File: src/sv/drm_ram.sv
`timescale 1ns / 1ps
// ----------------------------------------------------------------------------
// drm_ram
// Generic single-clock RAM, one write port and one registered read port.
// ----------------------------------------------------------------------------
module drm_ram #(
  parameter int WIDTH  = 8,
  parameter int DEPTH  = 64,
  parameter int ADDR_W = $clog2(DEPTH)
) (
  input  logic              clk,
  input  logic              wr_en,
  input  logic [ADDR_W-1:0] wr_addr,
  input  logic [WIDTH-1:0]  wr_data,
  input  logic              rd_en,
  input  logic [ADDR_W-1:0] rd_addr,
  output logic [WIDTH-1:0]  rd_data
);

  logic [WIDTH-1:0] mem [DEPTH];

  // write port
  always_ff @(posedge clk) begin
    if (wr_en) begin
      mem[wr_addr] <= wr_data;
    end
  end

  // registered read port
  always_ff @(posedge clk) begin
    if (rd_en) begin
      rd_data <= mem[rd_addr];
    end
  end

endmodule

File: config.mk
export PLATFORM = sky130hd
export DESIGN_NAME = drm_ram
export DESIGN_NICKNAME = d
export VERILOG_FILES = /design/src/sv/drm_ram.sv
export SDC_FILE = /design/constraint.sdc
export NUM_CORES = 1
export LEC_CHECK = 0
export BUFFER_PORTS_ARGS = -buffer_cell sky130_fd_sc_hd__buf_4
export CAP_MARGIN = 20
export CORE_MARGIN = 5
export CORE_UTILIZATION = 55
export DETAILED_ROUTE_END_ITERATION = 7
export PLACE_DENSITY_LB_ADDON = 0.08
export SETUP_SLACK_MARGIN = 0.02
export SLEW_MARGIN = 10
export SYNTH_ARGS = -nofsm -noshare
export SYNTH_HDL_FRONTEND = slang
export SYNTH_SLANG_ARGS = --single-unit
export TNS_END_PERCENT = 1
File: constraint.sdc
create_clock -name clk -period 2.27 [get_ports clk]
set_input_delay 0.5675 -clock clk [delete_from_list [all_inputs] [get_ports clk]]
set_output_delay 0.5675 -clock clk [all_outputs]
set_load 0.03 [all_outputs]
==> results.py <==
metrics = {
    "synthesis": {
        "synth-edff-count": 520,
        "synth.most_common_cell": "sky130_fd_sc_hd__edfxtp_1",
        "ys_async_sr_fraction_pct": 0,
        "synth_top_cells_by_area": "sky130_fd_sc_hd__edfxtp_1 (77%), sky130_fd_sc_hd__mux4_2 (14%), sky130_fd_sc_hd__nor2_1 (1.5%)",
        "synth.distinct_cells": 39,
        "synth_ff_type": "sky130_fd_sc_hd__edfxtp_1",
        "synth_largest_area_cell": "sky130_fd_sc_hd__edfxtp_1",
        "syn-num-nets": 963,
        "synthesis.area_per_instance_um2": 21.54,
        "synth_seq_cells": 520,
        "post_synth_most_frequent_cells": "sky130_fd_sc_hd__edfxtp_1 (520), sky130_fd_sc_hd__mux4_2 (126), sky130_fd_sc_hd__nor2_1 (83)",
        "number_of_warning_messages_in_the_yosys_log": 0,
        "ys_seq_area_share_pct": 77.12,
        "synth_top_area_share_pct": 77.12,
        "synth_area_um2": 20250,
        "netlist_instances": 940,
    },
    "timing": {
        "fin_worst_skew_ns": 0.01129,
        "clock.fmax_mhz": 452.7,
        "rsz_0062_raised_after_global_routing": "no",
        "tightestPinTransition_ns": 0.7209,
        "setup-violations-final": 0,
        "final_period_minus_worst_setup_slack_ns": 2.209,
        "final-hold-violation-count": 0,
        "setup-tns-final_ns": 0,
        "postLayoutSetupSlackWorst_ns": 0.06086,
        "drv_slew": 0,
        "final.period_utilization_pct": 97.32,
        "maxSlewHeadroom_pct": 51.94,
    },
    "worst_setup_path": {
        "critical-path-slowest-cell": "sky130_fd_sc_hd__mux4_2",
        "ff2ff_path_depth": 5,
        "crit_type": "input pin to flop",
        "crit_chain": "clkbuf_8 > buf_12 > buf_12 > mux4_2 > mux2i_1 > a21oi_1 > o21ai_1 > o41ai_1",
        "crit_top_cell": "sky130_fd_sc_hd__buf_12",
        "cp-end-kind": "flop",
        "cp_num_cells": 8,
        "critical_path.startpoint_type": "input pin",
        "worstPathMaxFanout": 29,
        "crit_path_max_incr_delay_ns": 0.54,
        "required_ns": 2.57,
        "critical_path.n_buffers_inverters": 3,
        "critical_path_arrival_ns": 2.51,
        "timing.critical_path.max_delay_family": "multiplexers",
    },
    "route": {
        "route.top_layer_used": "met4",
        "detailedRoute.firstPassIterationCount": 5,
        "dr_wl_met2_mm": 21.31,
        "post_drt_via_cell_ratio": 6.217,
        "initialDrtViolationCount": 948,
        "drt-wirelength-per-cell_um": 27.88,
        "routed_met1_length_mm": 18.97,
        "dr_total_vias": 10097,
        "route.antenna.remaining_nets": 0,
        "drt_wl_total_mm": 45.28,
        "dr_wl_met3_mm": 3.509,
        "drc_errors": 0,
    },
    "die": {
        "placementRows": 70,
        "dieWidth_um": 201.9,
        "core_area_um2": 36430,
        "floorplan.die_area_um2": 40750,
        "io-pin-count": 31,
        "floorplan.initialDensity_pct": 55.57,
        "dieHeight_um": 201.9,
    },
    "clock_tree": {
        "insertion_delay_ns": 0.57,
        "clk_transition_reported_paths_ns": 0.06,
        "tritoncts.num_buffers": 52,
        "cts_max_path_buffers": 3,
        "cts_sinks": 520,
        "cts_tree": "built",
        "cts_setup_buffers": 0,
        "ctsHtreeMaxLevel": 2,
        "clk_root_buffer_cell": "sky130_fd_sc_hd__clkbuf_16",
    },
    "finish": {
        "layout.core_utilization_pct": 64.85,
        "drive_above_1_share_pct": 32.87,
        "design.final.nets": 1143,
        "flow.area_growth_from_synthesis_pct": 16.70,
        "antennaDiodeCount": 0,
    },
    "min_path": {
        "min-delay-path-class": "input pin to flop",
        "hold-path-cell-count": 1,
    },
    "placement": {
        "numPortBuffers": 30,
        "pre_cts_ws_ns": -0.6174,
        "gp_congestion": 0.8144,
        "dp.final_hpwl_mm": 29.04,
    },
    "pwr": {
        "total_leakage_power_nw": 7.689,
        "vdd_drop_max_v": 0.0009366,
        "powerDensity_nw_per_um2": 839.1,
    },
    "job": {
        "cap_violations": 0,
    },
    "global_routing": {
        "largest_net_degree_at_the_start_of_global_routing": 65,
        "grt_pass1_wl_mm": 68.18,
        "grt_pass1_vias": 10672,
        "gr-total-overflow": 0,
        "antenna_found_initial": 0,
        "grt.total_usage_pct": 22.63,
    },
    "run_status": {
        "run_status": "finished, final reports clean",
    },
}
-- timing repair --
action | 4_1_cts | 5_1_grt
hold buffers | 0 | 0
gates resized for setup | 1 | 2
pin swaps | 0 | 0
endpoints found under the setup margin | 1 | 2
-- layout make-up --
class                           instances  area, um2
Clock inverter                         25      211.5
Sequential cell                       520      15620
Clock buffer                           65       1371
Tap cell                              468      585.6
Multi-Input combinational cell        369       4323
Fill cell                            2431      12810
Timing Repair Buffer                  177       1523
-- where the power goes --
group / internal (mW) / switching [mW]
logic: 0.473 / 0.644
registers: 10.7 / 0.0278
clock network: 4.68 / 3.35
-- state kept, by name, summed over array words and instances, names as in the netlist --
name	flops
mem	512
rd_data	8
-- path summary, 6_finish.rpt --
check                             from                   end  slack (ns)
setup / recovery            rd_addr[0]  rd_data[3]$_DFFE_PP_        0.06
hold / removal                   rd_en  rd_data[6]$_DFFE_PP_        0.34
setup reg to reg  mem[47][2]$_DFFE_PP_  rd_data[2]$_DFFE_PP_        0.12
hold reg to reg   mem[22][1]$_DFFE_PP_  rd_data[1]$_DFFE_PP_        0.91
-- placed cells by master, fill, tap and decap left out, types with 3 or more instances in the layout --
cell | netlist | routed
sky130_fd_sc_hd__buf_4 | 13 | 161
sky130_fd_sc_hd__o22ai_1 | 8 | 8
sky130_fd_sc_hd__mux2i_1 | 23 | 23
sky130_fd_sc_hd__o221ai_1 | 8 | 8
sky130_fd_sc_hd__clkinv_1 | 0 | 17
sky130_fd_sc_hd__a221oi_1 | 6 | 5
sky130_fd_sc_hd__mux2_2 | 13 | 13
sky130_fd_sc_hd__buf_12 | 2 | 15
sky130_fd_sc_hd__nor2b_1 | 14 | 14
sky130_fd_sc_hd__nand2b_1 | 7 | 7
sky130_fd_sc_hd__bufinv_16 | 0 | 4
sky130_fd_sc_hd__o2bb2ai_1 | 3 | 3
sky130_fd_sc_hd__nor2_1 | 83 | 83
sky130_fd_sc_hd__a21oi_1 | 3 | 3
sky130_fd_sc_hd__o2111ai_1 | 3 | 3
sky130_fd_sc_hd__mux4_2 | 126 | 126
sky130_fd_sc_hd__nand2_1 | 19 | 19
sky130_fd_sc_hd__o21ai_1 | 2 | 3
sky130_fd_sc_hd__clkbuf_1 | 17 | 12
sky130_fd_sc_hd__nand3_1 | 13 | 13
sky130_fd_sc_hd__nand3b_1 | 3 | 3
sky130_fd_sc_hd__nor3_1 | 7 | 7
sky130_fd_sc_hd__edfxtp_1 | 520 | 520
sky130_fd_sc_hd__a211oi_1 | 4 | 4
sky130_fd_sc_hd__clkinvlp_4 | 0 | 3
sky130_fd_sc_hd__a22oi_1 | 3 | 3
sky130_fd_sc_hd__clkbuf_16 | 0 | 53
-- cell families after synthesis --
group | count (synthesis) | synth area share, %
multiplexers | 162 | 15.88
buffers and inverters | 51 | 1.563
flip-flops | 520 | 77.12
AND/OR/NAND/NOR | 153 | 3.374
AO/OA/AOI/OAI | 54 | 2.064
-- per-layer routing --
metal,track usage (%),vias to the layer above
met1,33.21,5317
met2,34.98,392
met4,7.544,0
met5,0,-
li1,-,4294
met3,4.348,94
-- per-stage QoR --
step	instance area [um2]	hold slack (ns)	power [mW]	std cells
4_1_cts	23630	0.2990	20.00	1624
5_1_grt	23630	0.3073	20.49	1624
3_5_place_dp	22040	0.8983	12.00	1534
2_1_floorplan	20280	0.6664	11.47	940
6_report	23630	0.3391	19.83	1624
3_3_place_gp	22040	0.8809	11.97	1534
(Power assumes the default switching activity.)
