--- src/sv/drm_pkg.sv ---
`timescale 1ns / 1ps
// ----------------------------------------------------------------------------
// drm_pkg
// Shared constants and types of the range-transition automaton matcher.
// ----------------------------------------------------------------------------
package drm_pkg;

  // default sizes of the automaton
  localparam int NUM_STATES_DEF = 64;
  localparam int MAX_TRANS_DEF  = 8;

  // field widths
  localparam int CMD_W      = 2;
  localparam int STATE_W    = 6;
  localparam int SLOT_W     = 3;
  localparam int CODE_W     = 21;
  localparam int COUNT_W    = 4;
  localparam int BYTE_W     = 8;
  localparam int TAIL_W     = 3;
  localparam int VERDICT_W  = 2;
  localparam int CFG_IDX_W  = 1;
  localparam int CFG_DATA_W = 6;

  // range table entry: low, high, target
  localparam int RANGE_W = 2 * CODE_W + STATE_W;

  // commands
  localparam logic [CMD_W-1:0] CMD_TRANS = 2'd0;
  localparam logic [CMD_W-1:0] CMD_INFO  = 2'd1;
  localparam logic [CMD_W-1:0] CMD_DATA  = 2'd2;
  localparam logic [CMD_W-1:0] CMD_END   = 2'd3;

  // verdict codes
  localparam logic [VERDICT_W-1:0] V_RUNNING  = 2'd0;
  localparam logic [VERDICT_W-1:0] V_ACCEPTED = 2'd1;
  localparam logic [VERDICT_W-1:0] V_REJECTED = 2'd2;

  // configuration register indexes
  localparam logic [CFG_IDX_W-1:0] CFG_ENCODING = 1'd0;
  localparam logic [CFG_IDX_W-1:0] CFG_START    = 1'd1;

  // decoder result for one byte
  typedef struct packed {
    logic [CODE_W-1:0] code_accum;
    logic [TAIL_W-1:0] tail_left;
    logic              raw_skip;
    logic              ch_valid;
    logic [CODE_W-1:0] ch;
  } dec_t;

endpackage

--- src/sv/drm_utf8_dec.sv ---
`timescale 1ns / 1ps
// ----------------------------------------------------------------------------
// drm_utf8_dec
// Byte decoder: ASCII or UTF-8 gathering, gives the next decode state and
// the character to evaluate, if any.
// ----------------------------------------------------------------------------
module drm_utf8_dec (
  input  logic                         encoding_mode,
  input  logic [drm_pkg::BYTE_W-1:0]   data_byte,
  input  logic [drm_pkg::CODE_W-1:0]   code_accum,
  input  logic [drm_pkg::TAIL_W-1:0]   tail_left,
  input  logic                         raw_skip,
  output drm_pkg::dec_t                dec
);

  logic [3:0]                 lead_len;
  logic [drm_pkg::TAIL_W-1:0] tail_dec;
  logic [drm_pkg::CODE_W-1:0] accum_shift;
  logic [drm_pkg::CODE_W-1:0] byte_ch;

  // count of leading ones of the byte
  always_comb begin
    priority casez (data_byte)
      8'b0???????: lead_len = 4'd0;
      8'b10??????: lead_len = 4'd1;
      8'b110?????: lead_len = 4'd2;
      8'b1110????: lead_len = 4'd3;
      8'b11110???: lead_len = 4'd4;
      8'b111110??: lead_len = 4'd5;
      8'b1111110?: lead_len = 4'd6;
      8'b11111110: lead_len = 4'd7;
      default:     lead_len = 4'd8;
    endcase
  end

  assign tail_dec    = tail_left - drm_pkg::TAIL_W'(1);
  assign accum_shift = {code_accum[drm_pkg::CODE_W-7:0], data_byte[5:0]};
  assign byte_ch     = drm_pkg::CODE_W'(data_byte);

  // next decode state
  always_comb begin
    dec.code_accum = code_accum;
    dec.tail_left  = '0;
    dec.raw_skip   = 1'b0;
    dec.ch_valid   = 1'b0;
    dec.ch         = byte_ch;
    if (!encoding_mode) begin
      dec.ch_valid = 1'b1;
    end else if (tail_left != '0) begin
      // continuation byte, payload bits gathered unless skipping
      dec.tail_left = tail_dec;
      if (!raw_skip) begin
        dec.code_accum = accum_shift;
        dec.ch         = accum_shift;
        dec.ch_valid   = (tail_dec == '0);
      end
      dec.raw_skip = (tail_dec == '0) ? 1'b0 : raw_skip;
    end else begin
      // lead byte
      unique case (lead_len)
        4'd0, 4'd1: begin
          dec.ch_valid = 1'b1;
        end
        4'd2: begin
          dec.code_accum = drm_pkg::CODE_W'(data_byte[4:0]);
          dec.tail_left  = drm_pkg::TAIL_W'(1);
        end
        4'd3: begin
          dec.code_accum = drm_pkg::CODE_W'(data_byte[3:0]);
          dec.tail_left  = drm_pkg::TAIL_W'(2);
        end
        4'd4: begin
          dec.code_accum = drm_pkg::CODE_W'(data_byte[2:0]);
          dec.tail_left  = drm_pkg::TAIL_W'(3);
        end
        default: begin
          // raw lead, evaluated at once, its tail skipped
          dec.ch_valid  = 1'b1;
          dec.raw_skip  = 1'b1;
          dec.tail_left = drm_pkg::TAIL_W'(lead_len - 4'd1);
        end
      endcase
    end
  end

endmodule

--- config.mk ---
export PLATFORM = sky130hd
export DESIGN_NAME = drm_utf8_dec
export DESIGN_NICKNAME = d
export VERILOG_FILES = /design/src/sv/drm_pkg.sv /design/src/sv/drm_utf8_dec.sv
export SDC_FILE = /design/constraint.sdc
export NUM_CORES = 1
export LEC_CHECK = 0
export ABC_AREA = 0
export BUFFER_PORTS_ARGS = -buffer_cell sky130_fd_sc_hd__buf_4
export CORE_MARGIN = 3
export CORE_UTILIZATION = 42
export DETAILED_ROUTE_END_ITERATION = 7
export GPL_TIMING_DRIVEN = 0
export PLACE_DENSITY = 0.91
export SLEW_MARGIN = 20
export SYNTH_ARGS = -nofsm -noshare
export SYNTH_HDL_FRONTEND = slang
export SYNTH_SLANG_ARGS = --single-unit
--- constraint.sdc ---
create_clock -name vclk -period 3.4
set_input_delay 0.51 -clock vclk [all_inputs]
set_output_delay 0.51 -clock vclk [all_outputs]
set_load 0.05 [all_outputs]
==> impl_metrics.json <==
{
  "cts_resized": 0,
  "fin_util_pct": 81.8,
  "placedCellCount": 209,
  "leakage_nw": 0.833,
  "first_global_vias": 1124,
  "growth_of_design_area_from_synthesis_to_finish_pct": 76.3,
  "rel_slew_slack_pct": 72.0,
  "synth.net_count": 146,
  "ioPinCount": 81,
  "antennaDiodeCount": 0,
  "worst_path_buf_inv": 3,
  "global_route.usage.met3_pct": 5.04,
  "worst_path_depth": 12,
  "achievable-frequency_mhz": 316,
  "finalNetCount": 228,
  "grt_remaining_overflow": 0,
  "global_route_total_usage_across_every_layer_pct": 23.8,
  "drtAntennaViolNets": 0,
  "crit_path_top_delay_cell": "sky130_fd_sc_hd__nor3b_4",
  "rows": 15,
  "postLayoutSetupSlackWorst_ns": 0.237,
  "outcome": "finished clean",
  "ff_latch_area_um2": 0,
  "die_area_um2": 2560,
  "dp_worst_setup_slack_ns": 0.259,
  "antenna_found_initial": 0,
  "setup_repair_after_global_routing_missed_its_margin": "false",
  "port_buffers": 80,
  "core_um2": 1800,
  "critical-path-max-stage-delay_ns": 0.31,
  "post_synth_main_area_contributors": "sky130_fd_sc_hd__ha_1 (12%), sky130_fd_sc_hd__a21o_1 (8.1%), sky130_fd_sc_hd__and2_2 (8.1%)",
  "grt_start_max_net_pins": 11,
  "place.detailed.hpwl_um": 2660,
  "synth.yosys.seq_area_share_pct": 0,
  "netlist.top_cell.by_area": "sky130_fd_sc_hd__ha_1",
  "wire_length_of_the_first_global_routing_pass_um": 4980,
  "worst_slew_pin_slew_ns": 0.416,
  "synthTopCellsByCount": "sky130_fd_sc_hd__a21o_1 (9), sky130_fd_sc_hd__and2_2 (9), sky130_fd_sc_hd__ha_1 (8), sky130_fd_sc_hd__buf_4 (6), sky130_fd_sc_hd__inv_1 (6)",
  "ys.warnings.count": 0,
  "worst_hold_startpoint": "code_accum[15]",
  "timing.critical_path.max_delay_family": "simple AND/OR/NAND/NOR gates",
  "design.seq.count": 0,
  "crit_path_max_fanout": 10,
  "report.power.total_uw": 343,
  "synth_top_area_share_pct": 12.0,
  "postSynthAreaPerCell_um2": 8.04,
  "timing.max_cap.violations": 0,
  "timing_hold_violations_final": 0,
  "post_cts_hold_buffer_count": 0,
  "die_height_um": 50.6,
  "powerDensity_nw_per_um2": 233,
  "synth.distinct_cells": 39,
  "met1_track_usage_gr_pct": 26.7,
  "dpl-instance-area_um2": 1470,
  "post-route-min-period_ns": 3.16,
  "vias_per_cell": 5.33,
  "final_period_util_pct": 93.0,
  "hold_path_cell_cnt": 3,
  "max-vdd-ir-drop_v": 0.000167,
  "detail_routed_net_length_per_standard_cell_um": 14.5,
  "worstSetupPathType": "input port to output port",
  "final_cell_area_um2": 1470,
  "setup_viol": 0,
  "gr-max-usage-layer": "met2",
  "layout.filler_cells": 137,
  "netlist_instances": 104,
  "worst_hold_slack_ns": 1.38,
  "layoutNonFillerInstCount": 209,
  "ratio_of_cells_with_drive_above_1_in_the_final_layout_pct": 66.8,
  "detail_route.wirelength_um": 3030,
  "startpoint_type_of_the_worst_setup_path": "input port",
  "clock_buffer_count": 0,
  "drt_first_iter_violations": 24,
  "route.detailed.drc": 0,
  "crit_start": "data_byte[0]",
  "end_kind": "output port",
  "worst_endpoint_data_arrival_time_ns": 2.65,
  "globalplace.congestion": 0.904,
  "report.final.slew_viol_count": 0,
  "starting_density_of_the_core_pct": 46.4,
  "tns_ns": 0,
  "path_cells": "buf_4 > nand2b_1 > a21oi_1 > nor2_1 > ha_1 > ha_1 > nor3b_4 > o21ai_2 > nand3_2 > buf_6 > mux2_4 > buf_4",
  "vias": 1115,
  "timing.hold.worst.class": "input port to output port",
  "postCtsSetupBuffers": 0,
  "worst_ep_required_time_ns": 2.89,
  "synth_area_um2": 836,
  "drtPass1Iterations": 5,
  "grt_util_met2_pct": 45.4,
  "fp.dieW_um": 50.6
}
-- layout by cell type, fill, tap and decap left out, drive strengths merged, types with 2 or more instances in the layout --
cell type / n
and2: 13
ha: 8
nor2: 4
nand3: 6
buf: 90
nand2: 5
o21ai: 4
mux2: 4
inv: 6
a21o: 13
a22o: 3
a21oi: 4
nand2b: 3
a32o: 2
nor3b: 2
a21boi: 2
-- layout make-up --
cell class | instances | area (µm²) | share of cell area [%]
multi-input cells | 88 | 736 | 49.9
inverters | 6 | 22.5 | 1.53
well taps | 25 | 31.3 | 2.12
plain buffers | 10 | 83.8 | 5.69
repair buffers | 80 | 601 | 40.7
-- layer usage --
layer | wire, µm | vias to the layer above
met5 | 0 | -
li1 | - | 542
met1 | 1100 | 503
met3 | 314 | 8
met2 | 1570 | 62
met4 | 53 | 0
-- power breakdown --
part           switching [mW]  internal, mW
combinational           0.216         0.127
sequential                  0             0
clock                       0             0
total                   0.216         0.127
-- kinds of logic after synthesis --
family | after synthesis | share of synthesized area [%]
fa+ha+maj | 8 | 12.0
simple gates | 39 | 33.4
buf+inv | 16 | 12.7
compound gates | 35 | 33.4
xor+xnor | 1 | 1.05
mux | 5 | 7.49
-- final timing paths --
| path | end |
|---|---|
| worst min-delay path | dec[41] |
| worst max-delay path | dec[27] |
Power figures use the tool's default switching activity.
